==> src/hdl/utcde_pkg.sv <==
// -----------------------------------------------------------------------------
// utcde_pkg
// shared types, constants and the month table for the utc date to epoch
// seconds converter
// -----------------------------------------------------------------------------
package utcde_pkg;

   // field widths
   localparam int unsigned YearWidth    = 14;
   localparam int unsigned MonthWidth   = 4;
   localparam int unsigned DayWidth     = 6;
   localparam int unsigned HourWidth    = 5;
   localparam int unsigned MinuteWidth  = 6;
   localparam int unsigned SecondWidth  = 6;
   localparam int unsigned SecondsWidth = 38;

   // internal widths
   localparam int unsigned QuotWidth    = 8;   // year / 100 for a 14-bit year
   localparam int unsigned ProdWidth    = 27;  // year * reciprocal of 100
   localparam int unsigned LeapWidth    = 12;  // leap years in 1..year-1
   localparam int unsigned DaysWidth    = 23;  // whole days since the epoch
   localparam int unsigned MonthDayWidth = 9; // day of year, 0 based
   localparam int unsigned TodWidth     = 17;  // seconds of the day
   localparam int unsigned DaySecWidth  = 40;  // days * seconds per day

   // calendar constants
   localparam logic [YearWidth-1:0]  EpochYear     = 14'd1970;
   localparam logic [LeapWidth-1:0]  EpochLeaps    = 12'd477; // leaps in 1..1969
   localparam logic [12:0]           Recip100      = 13'd5243; // 2^19 / 100, rounded up
   localparam int unsigned           Recip100Shift = 19;
   localparam logic [16:0]           SecsPerDay    = 17'd86400;

   // status codes
   localparam logic StatusOk    = 1'b0;
   localparam logic StatusRange = 1'b1;

   typedef struct packed {
      logic [YearWidth-1:0]   year;
      logic [MonthWidth-1:0]  month;
      logic [DayWidth-1:0]    day;
      logic [HourWidth-1:0]   hour;
      logic [MinuteWidth-1:0] minute;
      logic [SecondWidth-1:0] second;
   } req_type;

   typedef struct packed {
      logic [SecondsWidth-1:0] epoch_seconds;
      logic                    status;
   } rsp_type;

   // days before the first of the month, zero for codes that mean nothing
   function automatic logic [MonthDayWidth-1:0] month_start_day(
      input logic [MonthWidth-1:0] month
   );
      logic [MonthDayWidth-1:0] d;
      case (month)
         4'd1:    d = 9'd0;
         4'd2:    d = 9'd31;
         4'd3:    d = 9'd59;
         4'd4:    d = 9'd90;
         4'd5:    d = 9'd120;
         4'd6:    d = 9'd151;
         4'd7:    d = 9'd181;
         4'd8:    d = 9'd212;
         4'd9:    d = 9'd243;
         4'd10:   d = 9'd273;
         4'd11:   d = 9'd304;
         4'd12:   d = 9'd334;
         default: d = 9'd0;
      endcase
      return d;
   endfunction

endpackage

==> src/hdl/utc_date_to_epoch_seconds.sv <==
// -----------------------------------------------------------------------------
// utc_date_to_epoch_seconds
// five stage pipeline turning split utc date and time fields into seconds
// since 1970-01-01, with a range status for bad fields
// -----------------------------------------------------------------------------
// throughput: one item every cycle; busy is always low, as every stage
//   moves on each clock and the receiver cannot stall
// the stages are the year reciprocal multiply, leap counting, day sum,
//   the days by 86400 multiply and the final add
// reset clears the stage valid bits only; no item is in flight afterwards
// -----------------------------------------------------------------------------
module utc_date_to_epoch_seconds (
   input  logic                clock,
   input  logic                reset,
   input  logic                start,
   output logic                busy,
   input  utcde_pkg::req_type  req_data,
   output logic                rsp_valid,
   output utcde_pkg::rsp_type  rsp_data
);

   // ---------------------------------------------------------------- stage 1
   logic                                  s1_valid_ff;
   logic                                  s1_err_ff,    s1_err_in;
   logic [utcde_pkg::YearWidth-1:0]       s1_year_ff;
   logic [utcde_pkg::YearWidth-1:0]       s1_year_m1_ff, s1_year_m1_in;
   logic                                  s1_after_ff,  s1_after_in;
   logic [utcde_pkg::MonthWidth-1:0]      s1_month_ff;
   logic [utcde_pkg::DayWidth-1:0]        s1_day_ff;
   logic [utcde_pkg::HourWidth-1:0]       s1_hour_ff;
   logic [utcde_pkg::MinuteWidth-1:0]     s1_minute_ff;
   logic [utcde_pkg::SecondWidth-1:0]     s1_second_ff;
   logic [utcde_pkg::ProdWidth-1:0]       s1_prod_m1_ff, s1_prod_m1_in;
   logic [utcde_pkg::ProdWidth-1:0]       s1_prod_ff,   s1_prod_in;

   // range checks, year - 1 and both reciprocal products
   always_comb begin
      s1_err_in = (req_data.month < 4'd1) || (req_data.month > 4'd12) ||
                  (req_data.day < 6'd1) || (req_data.day > 6'd31) ||
                  (req_data.hour > 5'd23) || (req_data.minute > 6'd59) ||
                  (req_data.second > 6'd60);
      s1_after_in   = req_data.year > utcde_pkg::EpochYear;
      s1_year_m1_in = req_data.year - 14'd1;
      s1_prod_m1_in = utcde_pkg::ProdWidth'(s1_year_m1_in) *
                      utcde_pkg::ProdWidth'(utcde_pkg::Recip100);
      s1_prod_in    = utcde_pkg::ProdWidth'(req_data.year) *
                      utcde_pkg::ProdWidth'(utcde_pkg::Recip100);
   end

   always_ff @(posedge clock) begin
      if (reset) begin
         s1_valid_ff <= 1'b0;
      end else begin
         s1_valid_ff <= start;
      end
      s1_err_ff     <= s1_err_in;
      s1_after_ff   <= s1_after_in;
      s1_year_ff    <= req_data.year;
      s1_year_m1_ff <= s1_year_m1_in;
      s1_month_ff   <= req_data.month;
      s1_day_ff     <= req_data.day;
      s1_hour_ff    <= req_data.hour;
      s1_minute_ff  <= req_data.minute;
      s1_second_ff  <= req_data.second;
      s1_prod_m1_ff <= s1_prod_m1_in;
      s1_prod_ff    <= s1_prod_in;
   end

   // ---------------------------------------------------------------- stage 2
   logic                                  s2_valid_ff;
   logic                                  s2_err_ff;
   logic                                  s2_after_ff;
   logic [utcde_pkg::DaysWidth-1:0]       s2_span365_ff, s2_span365_in;
   logic [utcde_pkg::LeapWidth-1:0]       s2_extra_ff,  s2_extra_in;
   logic [utcde_pkg::MonthDayWidth-1:0]   s2_yday_ff,   s2_yday_in;
   logic                                  s2_leap_add_ff, s2_leap_add_in;
   logic [utcde_pkg::HourWidth-1:0]       s2_hour_ff;
   logic [utcde_pkg::MinuteWidth-1:0]     s2_minute_ff;
   logic [utcde_pkg::SecondWidth-1:0]     s2_second_ff;

   logic [utcde_pkg::QuotWidth-1:0]       s2_q_m1;
   logic [utcde_pkg::QuotWidth-1:0]       s2_q;
   logic [utcde_pkg::LeapWidth-1:0]       s2_leaps;
   logic [utcde_pkg::YearWidth-1:0]       s2_rem100;
   logic [utcde_pkg::YearWidth-1:0]       s2_span;
   logic                                  s2_is_leap;

   // leap count, leap year test, whole year days and day of year
   always_comb begin
      s2_q_m1   = s1_prod_m1_ff[utcde_pkg::Recip100Shift +: utcde_pkg::QuotWidth];
      s2_q      = s1_prod_ff[utcde_pkg::Recip100Shift +: utcde_pkg::QuotWidth];
      s2_leaps  = utcde_pkg::LeapWidth'(s1_year_m1_ff >> 2) -
                  utcde_pkg::LeapWidth'(s2_q_m1) +
                  utcde_pkg::LeapWidth'(s2_q_m1 >> 2);
      s2_extra_in = s2_leaps - utcde_pkg::EpochLeaps;
      s2_rem100 = s1_year_ff - utcde_pkg::YearWidth'(s2_q) * 14'd100;
      s2_is_leap = ((s1_year_ff[1:0] == 2'd0) && (s2_rem100 != '0)) ||
                   ((s2_rem100 == '0) && (s2_q[1:0] == 2'd0));
      s2_leap_add_in = (s1_month_ff > 4'd2) && s2_is_leap;
      s2_span       = s1_year_ff - utcde_pkg::EpochYear;
      s2_span365_in = utcde_pkg::DaysWidth'(s2_span) * 23'd365;
      s2_yday_in    = utcde_pkg::month_start_day(s1_month_ff) +
                      utcde_pkg::MonthDayWidth'(s1_day_ff) - 9'd1;
   end

   always_ff @(posedge clock) begin
      if (reset) begin
         s2_valid_ff <= 1'b0;
      end else begin
         s2_valid_ff <= s1_valid_ff;
      end
      s2_err_ff      <= s1_err_ff;
      s2_after_ff    <= s1_after_ff;
      s2_span365_ff  <= s2_span365_in;
      s2_extra_ff    <= s2_extra_in;
      s2_yday_ff     <= s2_yday_in;
      s2_leap_add_ff <= s2_leap_add_in;
      s2_hour_ff     <= s1_hour_ff;
      s2_minute_ff   <= s1_minute_ff;
      s2_second_ff   <= s1_second_ff;
   end

   // ---------------------------------------------------------------- stage 3
   logic                                  s3_valid_ff;
   logic                                  s3_err_ff;
   logic [utcde_pkg::DaysWidth-1:0]       s3_days_ff, s3_days_in;
   logic [utcde_pkg::TodWidth-1:0]        s3_tod_ff,  s3_tod_in;
   logic [utcde_pkg::DaysWidth-1:0]       s3_whole;

   // total days and seconds of the day
   always_comb begin
      s3_whole   = s2_after_ff ?
                   s2_span365_ff + utcde_pkg::DaysWidth'(s2_extra_ff) : '0;
      s3_days_in = s3_whole + utcde_pkg::DaysWidth'(s2_yday_ff) +
                   utcde_pkg::DaysWidth'(s2_leap_add_ff);
      s3_tod_in  = utcde_pkg::TodWidth'(s2_hour_ff) * 17'd3600 +
                   utcde_pkg::TodWidth'(s2_minute_ff) * 17'd60 +
                   utcde_pkg::TodWidth'(s2_second_ff);
   end

   always_ff @(posedge clock) begin
      if (reset) begin
         s3_valid_ff <= 1'b0;
      end else begin
         s3_valid_ff <= s2_valid_ff;
      end
      s3_err_ff  <= s2_err_ff;
      s3_days_ff <= s3_days_in;
      s3_tod_ff  <= s3_tod_in;
   end

   // ---------------------------------------------------------------- stage 4
   logic                                  s4_valid_ff;
   logic                                  s4_err_ff;
   logic [utcde_pkg::SecondsWidth-1:0]    s4_day_secs_ff, s4_day_secs_in;
   logic [utcde_pkg::TodWidth-1:0]        s4_tod_ff;
   logic [utcde_pkg::DaySecWidth-1:0]     s4_prod;

   // days to seconds, wrapped to the output width
   always_comb begin
      s4_prod        = utcde_pkg::DaySecWidth'(s3_days_ff) *
                       utcde_pkg::DaySecWidth'(utcde_pkg::SecsPerDay);
      s4_day_secs_in = s4_prod[utcde_pkg::SecondsWidth-1:0];
   end

   always_ff @(posedge clock) begin
      if (reset) begin
         s4_valid_ff <= 1'b0;
      end else begin
         s4_valid_ff <= s3_valid_ff;
      end
      s4_err_ff      <= s3_err_ff;
      s4_day_secs_ff <= s4_day_secs_in;
      s4_tod_ff      <= s3_tod_ff;
   end

   // ---------------------------------------------------------------- stage 5
   logic                                  rsp_valid_ff;
   utcde_pkg::rsp_type                    rsp_data_ff, rsp_data_in;

   // final add, zero seconds and range status on a bad field
   always_comb begin
      if (s4_err_ff) begin
         rsp_data_in.epoch_seconds = '0;
         rsp_data_in.status        = utcde_pkg::StatusRange;
      end else begin
         rsp_data_in.epoch_seconds = s4_day_secs_ff +
                                     utcde_pkg::SecondsWidth'(s4_tod_ff);
         rsp_data_in.status        = utcde_pkg::StatusOk;
      end
   end

   always_ff @(posedge clock) begin
      if (reset) begin
         rsp_valid_ff <= 1'b0;
      end else begin
         rsp_valid_ff <= s4_valid_ff;
      end
      rsp_data_ff <= rsp_data_in;
   end

   // outputs
   assign busy      = 1'b0;
   assign rsp_valid = rsp_valid_ff;
   assign rsp_data  = rsp_data_ff;

endmodule
==> config.mk <==
export PLATFORM = sky130hd
export DESIGN_NAME = utc_date_to_epoch_seconds
export DESIGN_NICKNAME = d
export VERILOG_FILES = /design/src/hdl/utcde_pkg.sv /design/src/hdl/utc_date_to_epoch_seconds.sv
export SDC_FILE = /design/constraint.sdc
export NUM_CORES = 1
export LEC_CHECK = 0
export ABC_AREA = 1
export BUFFER_PORTS_ARGS = -buffer_cell sky130_fd_sc_hd__buf_2
export CAP_MARGIN = 20
export CORE_ASPECT_RATIO = 1.4
export CORE_UTILIZATION = 65
export DETAILED_ROUTE_END_ITERATION = 10
export HOLD_SLACK_MARGIN = 0.08
export PLACE_DENSITY = 0.83
export SYNTH_ARGS = -nofsm -noshare
export SYNTH_HDL_FRONTEND = slang
export SYNTH_SLANG_ARGS = --single-unit
==> constraint.sdc <==
create_clock -name clock -period 10 [get_ports clock]
set_input_delay 0.5 -clock clock [delete_from_list [all_inputs] [get_ports clock]]
set_output_delay 0.5 -clock clock [all_outputs]
set_load 0.02 [all_outputs]
==> flow_summary.toml <==
[run_status]
run_status = "complete, no violations"

[route]
dr.pass1.iters = 5
final_antenna_net_count = 0
drc = 0
wl_per_cell_um = 15.7
drt_iter0_markers = 998
vias_per_cell = 5.42
via_count = 20735
wl_mm = 60.1

[synth]
ys_seq_area_share_pct = 20.7
ys_ff_latch = 278
yosysTopAreaCell = "ha_1"
synth-edff-count = 0
synth.cell_area_um2 = 26900
synth.top_cell.area_share_pct = 24.1
yosysWarnings = 0
synth_area_leaders = "ha_1 (24%), dfxtp_1 (21%), fa_1 (18%)"
post_synth_num_cell_types = 52
synth_fp_nets = 3955
async_flop_share_pct = 0
synth_flop_cell = "dfxtp_1"
syn_inst = 3144
avgSynthCellArea_um2 = 8.57

[final_layout]
syn_to_final_growth_pct = 8.46
nets = 4085
multiInputGateArea_um2 = 18400
antennaDiodeCount = 0
fillCellCount = 2930
regArea_um2 = 5570
drive_above_1_share_pct = 5.43

[die]
pin_count = 85
die_h_um = 243
rows = 87
start_util_pct = 66.3
die-area_um2 = 42300
core_area_um2 = 40600
die_w_um = 174

[timing]
drv_slew = 0
relSlewSlack_pct = 36.0
rsz0062_at_grt = "false"
setup_violations = 0
period_needed_ps = 5680
period_share_pct = 56.8
finalClockSkew_ps = 23.0
final.setup.tns_ps = 0
hold_viol_final = 0
timing.fmax_mhz = 176
worst_pin_slew_ps = 956

[clock_network]
cts_root_buffer = "clkbuf_16"
cts_buffers = 28
clock_latency_ps = 580
cts_tree = "yes"
cts_sinks = 278
htree_levels = 1
cts.path.max_buffers = 3
postCtsSetupBuffers = 0
clk_pin_slew_ps = 70

[critical_path]
reg2reg_from = "s1_year_ff[1]"
reg2reg_slack_ps = 4550
critPathLaunch = "req_data[29]"
reg2reg_depth = 21
crit_path_max_fanout = 8
endpoint_kind = "flip-flop"
setup.worst_path.class = "input port to flip-flop"
crit_arrival_ps = 6190
worst_setup_path_start_kind = "input port"
crit_required_ps = 10510
reg2reg_to = "s2_span365_ff[20]"
crit_end = "s1_prod_m1_ff[23]"

[global_routing]
grt_pass1_wl_mm = 100
grt_overflow = 0
grt_pass1_vias = 22251
grt_usage_pct = 29.0
antenna_found_initial = 0
grt_max_degree = 22

[placed_design]
dp_hpwl_mm = 49.6
place_congestion = 0.990
numPortBuffers = 83

[worst_hold_path]
holdCritPathClass = "input port to flip-flop"

[run]
cap_violations = 0
## routing by layer
layer,vias to the layer above,track usage [%],routed length [um]
li1,10129,-,-
met1,9843,26.9,20600
met2,530,60.6,34600
met3,233,2.38,1570
met4,0,15.2,3300
met5,-,0,0
## repair_timing
item                      4_1_cts  5_1_grt
resized for setup               0        0
hold endpoints to repair       23        0
hold buffers                   23        0
## sequential cells by signal, indices dropped and copies added, names as in the netlist, 12 cells and up, named ones only
| signal | flops |
|---|---|
| s4_tod_ff | 17 |
| s4_day_secs_ff | 31 |
| s3_tod_ff | 17 |
| s2_span365_ff | 23 |
| s1_year_ff | 13 |
| rsp_data | 39 |
| s3_days_ff | 23 |
| s1_year_m1_ff | 12 |
| s2_extra_ff | 12 |
## cell usage in the layout, fill, tap and decap left out, types with 3 or more instances in the layout
cell	instances
o211ai_1	3
nand3_2	10
or2_2	3
inv_1	787
nand4_1	31
a21boi_0	3
dfxtp_1	278
xnor2_1	49
a21o_1	21
o21ai_0	85
dlygate4sd3_1	23
buf_2	83
clkinvlp_4	5
a221oi_1	3
bufinv_16	4
o21ai_1	5
nor4_1	12
a31oi_1	18
o21a_1	10
nor3_1	30
o21bai_1	17
clkbuf_16	28
nand2_2	6
nor3b_1	3
xor2_1	112
nand2_1	399
ha_1	519
nor2_1	156
nor2_4	5
inv_6	5
nand3_1	115
o31ai_1	4
fa_1	248
a21oi_1	165
a211oi_1	5
nor2_2	11
## kinds of logic after synthesis
family,count (synthesis),share of synthesized area [%]
buf+inv,794,11.1
simple gates,786,12.7
fa+ha+maj,767,42.5
compound gates,355,7.55
flops,278,20.7
xor+xnor,163,5.40
other cells,1,0.0139
## per-stage QoR
stage / utilization (%) / setup WS, ps / instances / hold slack [ps] / cell area, um2
4_1_cts: 71.9 / 4410 / 3829 / 85.0 / 29200
2_1_floorplan: - / 4580 / 3144 / 310 / 26900
3_3_place_gp: 68.9 / 3970 / 3755 / 311 / 28000
5_1_grt: 71.9 / 3980 / 3829 / 89.5 / 29200
3_5_place_dp: 68.9 / 3810 / 3755 / 312 / 28000
6_report: 71.9 / 4320 / 3829 / 100 / 29200
## cell type report
cell class | count | area share [%]
Sequential cell | 278 | 19.1
Tap cell | 534 | 2.29
Clock inverter | 20 | 0.947
Timing Repair Buffer | 107 | 2.24
Multi-Input combinational cell | 2072 | 62.9
Inverter | 787 | 10.1
Clock buffer | 31 | 2.47
## how the worst min path moves through the flow
stage | startpoint | end | slack (ps) | cells after the start
after floorplan | s1_after_ff | s2_after_ff | 310 | 0
after global placement | s3_err_ff | s4_err_ff | 310 | 0
after detailed placement | s3_tod_ff[7] | s4_tod_ff[7] | 310 | 0
after CTS | req_data[23] | s1_month_ff[0] | 90 | 1
after global routing | req_data[23] | s1_month_ff[0] | 90 | 1
final | req_data[23] | s1_month_ff[0] | 100 | 1
## cell usage after synthesis (4+ instances only)
library cell / n
ha_1: 519
a31oi_1: 18
inv_1: 787
fa_1: 248
nor4_1: 12
nor3_1: 30
o31ai_1: 4
o21bai_1: 17
a21o_1: 21
nor2_1: 156
nand3_1: 115
nand4_1: 31
nand2_1: 399
a21oi_1: 165
xor2_1: 112
o21ai_1: 5
clkbuf_1: 4
nor2_2: 11
a211oi_1: 5
dfxtp_1: 278
nand3_2: 10
o21ai_0: 85
o21a_1: 10
nor2_4: 5
xnor2_1: 49
nand2_2: 6
## critical path: stages
cell	delay, ps
buf_2	170
inv_1	230
ha_1	210
nand2_1	50
nand2_1	90
nand2_1	50
nand2_1	90
nand2_1	70
nand2_1	90
nand2_1	100
nand3_1	90
xor2_1	420
inv_1	270
fa_1	490
ha_1	320
fa_1	480
inv_1	50
fa_1	510
fa_1	540
inv_1	40
ha_1	320
nand2_1	130
nor4_1	440
nand4_1	170
nand3_1	130
xor2_1	130
Power is left out: the tool's default activity adds up to more than one toggle a clock period on the data nets, which glitch-free logic cannot reach.
